### src/rtl/vat_pkg.sv
// ----------------------------------------------------------------------------
// vat_pkg: shared types and helpers for the vertex affine transform
// Widths, matrix storage type, lane control and the round/saturate step.
// ----------------------------------------------------------------------------
package vat_pkg;

   localparam int NUM_PAIRS  = 8;
   localparam int PAIR_IDX_W = $clog2(NUM_PAIRS);
   localparam int PAIR_W     = 64;
   localparam int COORD_W    = 32;
   localparam int NUM_LANES  = 3;
   localparam int FRAC_W     = 16;
   localparam int PROD_W     = 2 * COORD_W;
   localparam int TERM_W     = COORD_W + FRAC_W;
   localparam int PSUM_W     = PROD_W + 1;
   localparam int SUM_W      = PROD_W + 2;
   localparam int SHIFT_W    = SUM_W - FRAC_W;

   // Half an LSB of the Q16.16 result, placed below the translation term
   localparam logic [FRAC_W-1:0] ROUND_HALF = FRAC_W'(1) << (FRAC_W - 1);

   localparam logic signed [COORD_W-1:0] SAT_MAX = {1'b0, {(COORD_W-1){1'b1}}};
   localparam logic signed [COORD_W-1:0] SAT_MIN = {1'b1, {(COORD_W-1){1'b0}}};

   typedef logic [NUM_PAIRS-1:0][PAIR_W-1:0] mat_type;

   // Identity matrix, column-major, two Q16.16 entries per register
   localparam mat_type MAT_RESET = {
      64'h0001_0000_0000_0000,   // pair 7: entries 14, 15
      64'h0000_0000_0000_0000,   // pair 6: entries 12, 13
      64'h0000_0000_0001_0000,   // pair 5: entries 10, 11
      64'h0000_0000_0000_0000,   // pair 4: entries 8, 9
      64'h0000_0000_0000_0000,   // pair 3: entries 6, 7
      64'h0001_0000_0000_0000,   // pair 2: entries 4, 5
      64'h0000_0000_0000_0000,   // pair 1: entries 2, 3
      64'h0000_0000_0001_0000    // pair 0: entries 0, 1
   };

   typedef struct packed {
      logic signed [COORD_W-1:0] mx;
      logic signed [COORD_W-1:0] my;
      logic signed [COORD_W-1:0] mz;
      logic signed [COORD_W-1:0] mt;
   } lane_coef_type;

   typedef struct packed {
      logic load1;
      logic load2;
   } stage_ctl_type;

   // Matrix entry e (0..15): pair e/2, low half for even e
   function automatic logic signed [COORD_W-1:0] mat_entry(input mat_type m, input int e);
      logic [PAIR_IDX_W:0] ev;
      logic [PAIR_W-1:0]   pair;
      ev   = (PAIR_IDX_W + 1)'(e);
      pair = m[ev[PAIR_IDX_W:1]];
      return ev[0] ? pair[PAIR_W-1:COORD_W] : pair[COORD_W-1:0];
   endfunction

   // Sum already carries the half-LSB; shift down and clamp to 32 bits
   function automatic logic signed [COORD_W-1:0] sat_round(
      input logic signed [SUM_W-1:0] s);
      logic signed [SHIFT_W-1:0] sh;
      sh = s[SUM_W-1:FRAC_W];
      if (sh[SHIFT_W-1:COORD_W-1] == {(SHIFT_W-COORD_W+1){sh[COORD_W-1]}}) begin
         return sh[COORD_W-1:0];
      end else if (s[SUM_W-1]) begin
         return SAT_MIN;
      end else begin
         return SAT_MAX;
      end
   endfunction

endpackage

### src/rtl/vat_merge.sv
// ----------------------------------------------------------------------------
// vat_merge: collects the lane sums into the response register
// Rounds and saturates each lane, then holds the vertex for the consumer.
// ----------------------------------------------------------------------------
module vat_merge (
   input  logic                                                    clock,
   input  logic                                                    load,
   input  logic signed [vat_pkg::NUM_LANES-1:0][vat_pkg::SUM_W-1:0] lane_sum,
   input  logic                                                    last,
   output logic signed [vat_pkg::COORD_W-1:0]                      out_x,
   output logic signed [vat_pkg::COORD_W-1:0]                      out_y,
   output logic signed [vat_pkg::COORD_W-1:0]                      out_z,
   output logic                                                    out_last
);

   logic signed [vat_pkg::COORD_W-1:0] x_ff, x_in;
   logic signed [vat_pkg::COORD_W-1:0] y_ff, y_in;
   logic signed [vat_pkg::COORD_W-1:0] z_ff, z_in;
   logic                               last_ff;

   always_comb begin
      x_in = vat_pkg::sat_round(lane_sum[0]);
      y_in = vat_pkg::sat_round(lane_sum[1]);
      z_in = vat_pkg::sat_round(lane_sum[2]);
   end

   always_ff @(posedge clock) begin
      if (load) begin
         x_ff    <= x_in;
         y_ff    <= y_in;
         z_ff    <= z_in;
         last_ff <= last;
      end
   end

   assign out_x    = x_ff;
   assign out_y    = y_ff;
   assign out_z    = z_ff;
   assign out_last = last_ff;

endmodule

### config.mk
export PLATFORM = sky130hd
export DESIGN_NAME = vat_merge
export DESIGN_NICKNAME = d
export VERILOG_FILES = /design/src/rtl/vat_pkg.sv /design/src/rtl/vat_merge.sv
export SDC_FILE = /design/constraint.sdc
export NUM_CORES = 1
export LEC_CHECK = 0
export BUFFER_PORTS_ARGS = -buffer_cell sky130_fd_sc_hd__buf_2
export CAP_MARGIN = 20
export CORE_MARGIN = 10
export CORE_UTILIZATION = 43
export DETAILED_ROUTE_END_ITERATION = 7
export PLACE_DENSITY = 0.81
export SLEW_MARGIN = 0
export SYNTH_ARGS = -nofsm -noshare
export SYNTH_HDL_FRONTEND = slang
export SYNTH_SLANG_ARGS = --single-unit
### constraint.sdc
create_clock -name clock -period 2.3 [get_ports clock]
set_clock_uncertainty 0.05 [all_clocks]
set_input_delay 0.46 -clock clock [delete_from_list [all_inputs] [get_ports clock]]
set_output_delay 0.46 -clock clock [all_outputs]
set_load 0.02 [all_outputs]
==> results.py, run 1 <==
metrics = {
    "sta": {
        "rsz0062_at_grt": "no",
        "slew_viol_final": 0,
        "period_needed_ns": 1.74,
        "fin_setup_tns_ns": 0,
        "max_freq_ghz": 0.574,
        "period_share": 0.758,
        "worst_slew_pin_slew_ns": 0.521,
        "maxSlewHeadroom": 0.653,
        "finalSetupViolations": 0,
        "timing.final.hold_violations": 0,
    },
    "run": {
        "drv_cap": 0,
    },
    "clock_network": {
        "cts_max_level": 3,
        "cts_hold_buf": 0,
        "ctsResizeCount": 0,
        "path_clk_slew_ns": 0.09,
        "clockBufferDepth": 2,
        "cts-root-buf": "clkbuf_8",
        "clock_sinks": 97,
        "cts_tree": "built",
        "post-cts-setup-buffers": 0,
        "numCtsBuffers": 9,
    },
    "power": {
        "powerDensity_mw_per_mm2": 595,
        "peakVddDrop_mv": 0.331,
        "p_leak_nw": 2.75,
    },
    "die": {
        "die_y_um": 124,
        "core_mm2": 0.0107,
        "dieArea_mm2": 0.0154,
        "fp.dieW_um": 124,
        "io_pins": 298,
        "num_rows": 38,
        "initial_core_util": 0.435,
    },
    "setup_path": {
        "path_class": "in2reg",
        "startpoint": "lane_sum[131]",
        "critPathCapture": "out_y[28]$_DFFE_PP_",
        "worstPathRequired_ns": 2.44,
        "worstPathArrival_ns": 1.88,
        "cp-start-kind": "input pin",
        "setup.worst_path.end_class": "flip-flop",
        "crit_path_max_fanout": 18,
    },
    "logic_synthesis": {
        "syn_inst": 358,
        "synth-seq-area-share": 0.623,
        "synth.avg_cell_area_um2": 13.1,
        "syn_area_mm2": 0.00468,
        "ys_types": 16,
        "ys_ff_latch": 97,
        "yosysWarnings": 0,
        "synth_nets": 559,
    },
    "finish": {
        "nFillCells": 905,
        "layout.nets": 805,
        "layout.cells.non_filler": 749,
        "layout-drive-gt1-share": 0.449,
        "area_growth_pct": 32.6,
    },
    "route": {
        "vias_per_cell": 4.71,
        "wirelength_um": 12700,
        "drc": 0,
        "drtIter0Drc": 196,
        "vias": 3527,
        "first_pass_iters": 4,
        "routedWlPerCell_um": 16.9,
        "drtAntennaViolNets": 0,
    },
    "global_routing": {
        "grt_usage": 0.153,
        "overflow": 0,
        "antenna_found_initial": 1,
        "grt_max_degree": 98,
        "grt_pass1_wl_um": 19300,
        "grt_pass1_vias": 3696,
    },
    "run_status": {
        "outcome": "finished clean",
    },
    "hold_path": {
        "hp-class": "in2reg",
    },
    "placed_design": {
        "gp_congestion": 0.912,
        "io_buffers": 249,
        "dpl.hpwl_um": 9990,
        "place_inst": 733,
    },
}
flip-flops by register name, summed over array words and instances (netlist names):
| register | count |
|---|---|
| out_last | 1 |
| out_z | 32 |
| out_x | 32 |
| out_y | 32 |
critical path, stage by stage:
cell	delay [ns]
buf_2	0.13
nand4_1	0.08
or3_1	0.42
a22oi_4	0.18
buf_4	0.32
mux2i_1	0.28
synthesized netlist by cell type (all sizes together):
cell type,count,area share
inv,93,0.075
clkbuf,12,0.0096
a22oi,3,0.012
nor4,9,0.012
edfxtp,97,0.62
buf,12,0.026
mux2i,93,0.20
nor3,6,0.0064
nand2,3,0.0024
or3,6,0.0080
nand4,9,0.012
nand3,12,0.013
nor2,3,0.0024
layout make-up:
type                       count  area (um^2)  share of cell area
multi-input combinational    144         1250               0.201
clock inverter                 5         23.8             0.00383
antenna                        1         2.50            0.000404
inverter                      93          349              0.0563
timing repair buffer         259         1360               0.220
tap                          140          175              0.0282
clock buffer                  10          128              0.0206
sequential                    97         2910               0.470
metrics by stage:
stage	hold slack, ns	utilization	setup WS [ns]	area (um^2)	total power, mW
after floorplan	0.509	-	0.444	4680	2.46
after global placement	0.586	0.563	0.300	6050	2.79
after detailed placement	0.588	0.563	0.204	6050	2.81
after CTS	0.211	0.577	0.583	6200	3.74
after global routing	0.199	0.577	0.511	6200	3.86
final	0.238	0.577	0.557	6200	3.69
power breakdown:
group | switching (mW) | internal (mW)
Sequential | 0.0325 | 2.10
Combinational | 0.396 | 0.236
Clock | 0.552 | 0.376
Total | 0.981 | 2.71
worst min-delay path by stage:
stage                     start                  to  slack (ns)  cells past startpoint
after floorplan            last  out_last$_DFFE_PP_        0.51                      0
after global placement     last  out_last$_DFFE_PP_        0.59                      1
after detailed placement   last  out_last$_DFFE_PP_        0.59                      1
after CTS                  last  out_last$_DFFE_PP_        0.21                      1
after global routing       last  out_last$_DFFE_PP_        0.20                      1
final                      last  out_last$_DFFE_PP_        0.24                      1
layout by cell type, fill, tap and decap left out, types with 2 or more instances in the layout:
| master | instances |
|---|---|
| buf_2 | 248 |
| clkbuf_8 | 9 |
| nor2_1 | 3 |
| a22oi_4 | 2 |
| buf_12 | 3 |
| or3_1 | 6 |
| nand2_1 | 3 |
| edfxtp_1 | 97 |
| nor4_1 | 9 |
| inv_1 | 93 |
| buf_4 | 8 |
| nand4_1 | 9 |
| clkinv_1 | 3 |
| nand3_1 | 12 |
| mux2i_1 | 93 |
| nor3_1 | 6 |
cells by family after synthesis:
group,synth area share
AOI/OAI and AO/OA,0.0118
buffers and inverters,0.110
DFF,0.623
muxes,0.199
and+or+nand+nor,0.0562
routing by layer:
metal,vias up,track usage,part of all wire
li1,1719,-,-
met1,1622,0.152,0.37
met2,163,0.275,0.52
met3,23,0.0689,0.090
met4,0,0.0562,0.021
met5,-,0,0
Power figures use the tool's default switching activity.
==> run 2, diff against run 1 <==
==> constraint.sdc (replaced) <==
create_clock -name clock -period 1.65 [get_ports clock]
set_clock_uncertainty 0.05 [all_clocks]
set_input_delay 0.33 -clock clock [delete_from_list [all_inputs] [get_ports clock]]
set_output_delay 0.33 -clock clock [all_outputs]
set_load 0.02 [all_outputs]
==> run 2 against run 1 <==
Compared with the run above: sequential share of layout area fell by 1.1 points; count of clock-buffer cells in the layout rose by 1; sequential cell count did not move; non-clock buffer count rose by 5; combinational power rose by 42%; critical endpoint is now out_z[21]$_DFFE_PP_; largest power group unchanged.
==> results.py, run 2 (same netlist as run 1, synthesis figures left out) <==
metrics = {
    "route": {
        "wirelength_um": 12900,
        "drtIter0Drc": 218,
        "first_pass_iters": 4,
        "drtAntennaViolNets": 0,
        "vias": 3542,
        "routedWlPerCell_um": 17.2,
        "drc": 0,
        "vias_per_cell": 4.70,
    },
    "placed_design": {
        "pre_cts_slack_ns": -0.237,
        "gp_congestion": 0.868,
        "io_buffers": 249,
        "dpl.hpwl_um": 10400,
    },
    "setup_path": {
        "critPathCapture": "out_z[21]$_DFFE_PP_",
        "path_class": "in2reg",
        "startpoint": "lane_sum[179]",
        "worstPathRequired_ns": 1.79,
        "crit_path_max_fanout": 10,
        "worstPathArrival_ns": 1.67,
        "cp-start-kind": "input pin",
        "setup.worst_path.end_class": "flip-flop",
    },
    "finish": {
        "final_common_cell": "buf_2",
        "layout.nets": 810,
        "area_growth_pct": 35.8,
        "final_cell_mix": "buf_2 (248), edfxtp_1 (97), inv_1 (93), mux2i_1 (93), nand3_1 (11)",
        "antenna_cells": 0,
        "nFillCells": 902,
        "layout-drive-gt1-share": 0.460,
    },
    "power": {
        "p_sw_frac": 0.252,
        "p_int_mw": 4.10,
        "power_frac_seq": 0.543,
        "switchingPower_mw": 1.38,
        "p_leak_nw": 2.82,
        "power_mw": 5.48,
        "peakVddDrop_mv": 0.520,
        "clockPowerShare": 0.294,
        "power_frac_comb": 0.163,
        "powerDensity_mw_per_mm2": 863,
    },
    "clock_network": {
        "numCtsBuffers": 9,
        "cts-root-buf": "clkbuf_8",
        "cts_max_level": 3,
        "ctsResizeCount": 0,
        "cts_tree": "built",
        "clockBufferDepth": 2,
        "post-cts-setup-buffers": 0,
        "path_clk_slew_ns": 0.09,
        "cts_hold_buf": 0,
        "clock_sinks": 97,
    },
    "sta": {
        "finalWorstSetupSlack_ns": 0.119,
        "slew_viol_final": 0,
        "finalSetupViolations": 0,
        "timing.final.hold_violations": 0,
        "period_needed_ns": 1.53,
        "max_freq_ghz": 0.653,
        "maxSlewHeadroom": 0.831,
        "worst_slew_pin_slew_ns": 0.251,
        "period_share": 0.928,
        "rsz0062_at_grt": "no",
        "fin_setup_tns_ns": 0,
    },
    "die": {
        "num_rows": 38,
        "die_y_um": 124,
        "dieArea_mm2": 0.0154,
        "core_mm2": 0.0107,
        "initial_core_util": 0.435,
        "fp.dieW_um": 124,
        "io_pins": 298,
    },
    "global_routing": {
        "antenna_found_initial": 0,
        "grt_usage": 0.161,
        "overflow": 0,
        "grt_max_degree": 49,
        "grt_pass1_vias": 3969,
        "grt_pass1_wl_um": 20300,
    },
    "run": {
        "drv_cap": 0,
    },
    "run_status": {
        "outcome": "finished clean",
    },
    "hold_path": {
        "hp-class": "in2reg",
    },
}
## run 2: area by class of cell
| cell class | count | area [um^2] | area share |
|---|---|---|---|
| sequential | 97 | 2910 | 0.459 |
| clock buffer | 11 | 131 | 0.0207 |
| inverter | 93 | 349 | 0.0550 |
| tap | 140 | 175 | 0.0276 |
| timing repair buffer | 264 | 1450 | 0.228 |
| clock inverter | 4 | 68.8 | 0.0108 |
| multi-input combinational | 144 | 1260 | 0.199 |
## run 2: routing by layer
layer  share of wire  vias to the layer above  GRT usage
li1                -                     1726          -
met1            0.36                     1638      0.162
met2            0.52                      160      0.279
met3            0.10                       18     0.0830
met4           0.017                        0     0.0555
met5               0                        -          0
## run 2: worst min path at each step
stage          start  depth (start not counted)                 end
6_report        last                          1  out_last$_DFFE_PP_
5_1_grt         last                          1  out_last$_DFFE_PP_
4_1_cts         last                          1  out_last$_DFFE_PP_
3_5_place_dp    last                          1  out_last$_DFFE_PP_
3_3_place_gp    last                          1  out_last$_DFFE_PP_
2_1_floorplan   last                          0  out_last$_DFFE_PP_
## run 2: critical path, stage by stage
cell and delay [ns]:
buf_2 0.10, nand4_1 0.08, or3_1 0.39, a22oi_2 0.28, buf_4 0.26, mux2i_1 0.23
## run 2: per-stage QoR
| stage | utilization | cells | hold slack, ns | area (um^2) |
|---|---|---|---|---|
| finish | 0.591 | 753 | 0.105 | 6350 |
| CTS | 0.591 | 753 | 0.0783 | 6350 |
| floorplan | - | 358 | 0.379 | 4720 |
| global placement | 0.572 | 738 | 0.457 | 6150 |
| global route | 0.591 | 753 | 0.0767 | 6350 |
| detailed placement | 0.572 | 738 | 0.459 | 6150 |
## run 2: power groups by stage
stage	Sequential, mW	Clock [mW]	Combinational (mW)
after floorplan	3.29	0	0.155
after global placement	3.02	0	0.879
after detailed placement	3.04	0	0.905
after CTS	2.98	1.65	0.908
after global routing	3.00	1.76	0.973
final	2.98	1.61	0.895
==> run 3, diff against run 2 <==
--- a/config.mk
+++ b/config.mk
@@ -8,9 +8,10 @@
 export BUFFER_PORTS_ARGS = -buffer_cell sky130_fd_sc_hd__buf_2
 export CAP_MARGIN = 20
 export CORE_MARGIN = 10
-export CORE_UTILIZATION = 43
+export CORE_UTILIZATION = 44
+export CTS_BUF_LIST = sky130_fd_sc_hd__clkbuf_4
 export DETAILED_ROUTE_END_ITERATION = 7
-export PLACE_DENSITY = 0.81
+export PLACE_DENSITY = 0.83
 export SLEW_MARGIN = 0
 export SYNTH_ARGS = -nofsm -noshare
 export SYNTH_HDL_FRONTEND = slang
==> run 3 against run 2 <==
Compared with the run above: via count hardly changed; sequential share of layout area increased by 0.39 points; die area down 1.9%; design area is 0.85% lower; critical path depth unchanged; sequential power about the same; first-iteration DRC count decreased by 40%; worst setup slack gained 0.059 ns; global-route usage fell by 0.41 points; fmax rose by 4.0%; critical endpoint is now out_z[7]$_DFFE_PP_.
==> results.py, run 3 (same netlist as run 1, synthesis figures left out) <==
metrics = {
    "sta": {
        "finalSetupViolations": 0,
        "max_freq_ghz": 0.680,
        "worst_slew_pin_slew_ns": 0.300,
        "timing.final.hold_violations": 0,
        "period_share": 0.892,
        "fin_setup_tns_ns": 0,
        "period_needed_ns": 1.47,
        "finalWorstSetupSlack_ns": 0.179,
        "slew_viol_final": 0,
        "rsz0062_at_grt": "no",
        "maxSlewHeadroom": 0.800,
    },
    "setup_path": {
        "slowest_delay_ns": 0.39,
        "worstPathRequired_ns": 1.87,
        "cp_top_family": "simple AND/OR/NAND/NOR gates",
        "cp-start-kind": "input pin",
        "cp.depth": 6,
        "cp_slowest_cell": "or3_1",
        "cp_cell_sequence": "buf_2 -> nand4_1 -> or3_1 -> a22oi_2 -> buf_12 -> mux2i_1",
        "crit_path_max_fanout": 31,
        "crit_buf_inv": 2,
        "worstPathArrival_ns": 1.69,
        "setup.worst_path.end_class": "flip-flop",
        "path_class": "in2reg",
    },
    "global_routing": {
        "grt_usage": 0.157,
        "grt_pass1_wl_um": 18700,
        "grt_max_degree": 57,
        "grt_pass1_vias": 3743,
        "antenna_found_initial": 0,
        "overflow": 0,
    },
    "placed_design": {
        "io_buffers": 249,
        "gp_congestion": 0.876,
        "pre_cts_slack_ns": -0.250,
        "place_inst": 733,
        "dpl.hpwl_um": 10300,
    },
    "clock_network": {
        "numCtsBuffers": 9,
        "post-cts-setup-buffers": 0,
        "cts_tree": "built",
        "cts-root-buf": "clkbuf_4",
        "clock_sinks": 97,
        "path_clk_slew_ns": 0.15,
        "cts_hold_buf": 1,
        "cts_max_level": 3,
        "clockBufferDepth": 2,
        "ctsResizeCount": 0,
    },
    "die": {
        "initial_core_util": 0.453,
        "num_rows": 37,
        "io_pins": 298,
        "die_y_um": 123,
        "dieArea_mm2": 0.0152,
        "core_mm2": 0.0103,
        "fp.dieW_um": 123,
    },
    "run": {
        "drv_cap": 0,
    },
    "finish": {
        "area_growth_pct": 34.6,
        "antenna_cells": 0,
        "multiInputGateArea_mm2": 0.00126,
        "layout.cells.non_filler": 750,
        "fin_util": 0.610,
        "layout-drive-gt1-share": 0.463,
        "nFillCells": 868,
        "final_common_cell": "buf_2",
        "layout.nets": 810,
        "regArea_mm2": 0.00291,
        "final_cell_mix": "buf_2 (248), edfxtp_1 (97), inv_1 (93), mux2i_1 (93), nand3_1 (11)",
    },
    "power": {
        "p_leak_nw": 2.80,
        "power_mw": 5.27,
        "peakVddDrop_mv": 0.435,
        "powerDensity_mw_per_mm2": 837,
    },
    "route": {
        "routedWlPerCell_um": 17.0,
        "drtIter0Drc": 131,
        "first_pass_iters": 4,
        "vias": 3544,
        "wirelength_um": 12800,
        "drc": 0,
        "vias_per_cell": 4.73,
        "drtAntennaViolNets": 0,
    },
    "run_status": {
        "outcome": "finished clean",
    },
    "hold_path": {
        "hp-class": "in2reg",
        "hold_path_depth": 3,
    },
}
==> run 3: changes by cell type in the layout (fill, tap and decap cells not counted) <==
cell,previous run,this run
clkbuf_4,0,9
clkbuf_8,9,0
clkbuf_1,2,0
buf_12,7,6
clkinv_4,0,1
clkinvlp_4,0,1
dlygate4sd3_1,0,1
inv_6,0,1
==> run 3: power by group <==
part / switching, mW / internal (mW)
clock: 0.792 / 0.616
sequential: 0.0477 / 2.92
combinational: 0.557 / 0.337
total: 1.40 / 3.88
==> run 3: through the flow <==
step | hold slack, ns | cell area, um^2
after floorplan | 0.379 | 4720
after global placement | 0.457 | 6120
final | 0.169 | 6300
after global routing | 0.130 | 6300
after detailed placement | 0.474 | 6120
after CTS | 0.127 | 6300
==> run 3: worst min-delay path: cells and delay by family <==
family / cells / cell delay (ns)
multiplexers: 1 / 0.11
buffers and inverters: 2 / 0.10
==> run 3: final cells by class <==
type | instances | area share
sequential | 97 | 0.463
multi-input combinational | 144 | 0.201
clock inverter | 7 | 0.0149
timing repair buffer | 264 | 0.229
clock buffer | 9 | 0.0107
inverter | 93 | 0.0554
tap | 136 | 0.0270
==> run 3: final timing paths <==
check                                end           from  slack (ns)
worst max-delay path  out_z[7]$_DFFE_PP_  lane_sum[179]        0.18
worst min-delay path  out_y[7]$_DFFE_PP_   lane_sum[89]        0.17
==> run 3: layer usage <==
| metal | share of wire | vias up | GRT usage |
|---|---|---|---|
| li1 | - | 1732 | - |
| met4 | 0.026 | 0 | 0.0662 |
| met1 | 0.34 | 1635 | 0.156 |
| met3 | 0.11 | 25 | 0.0711 |
| met5 | 0 | - | 0 |
| met2 | 0.52 | 152 | 0.278 |
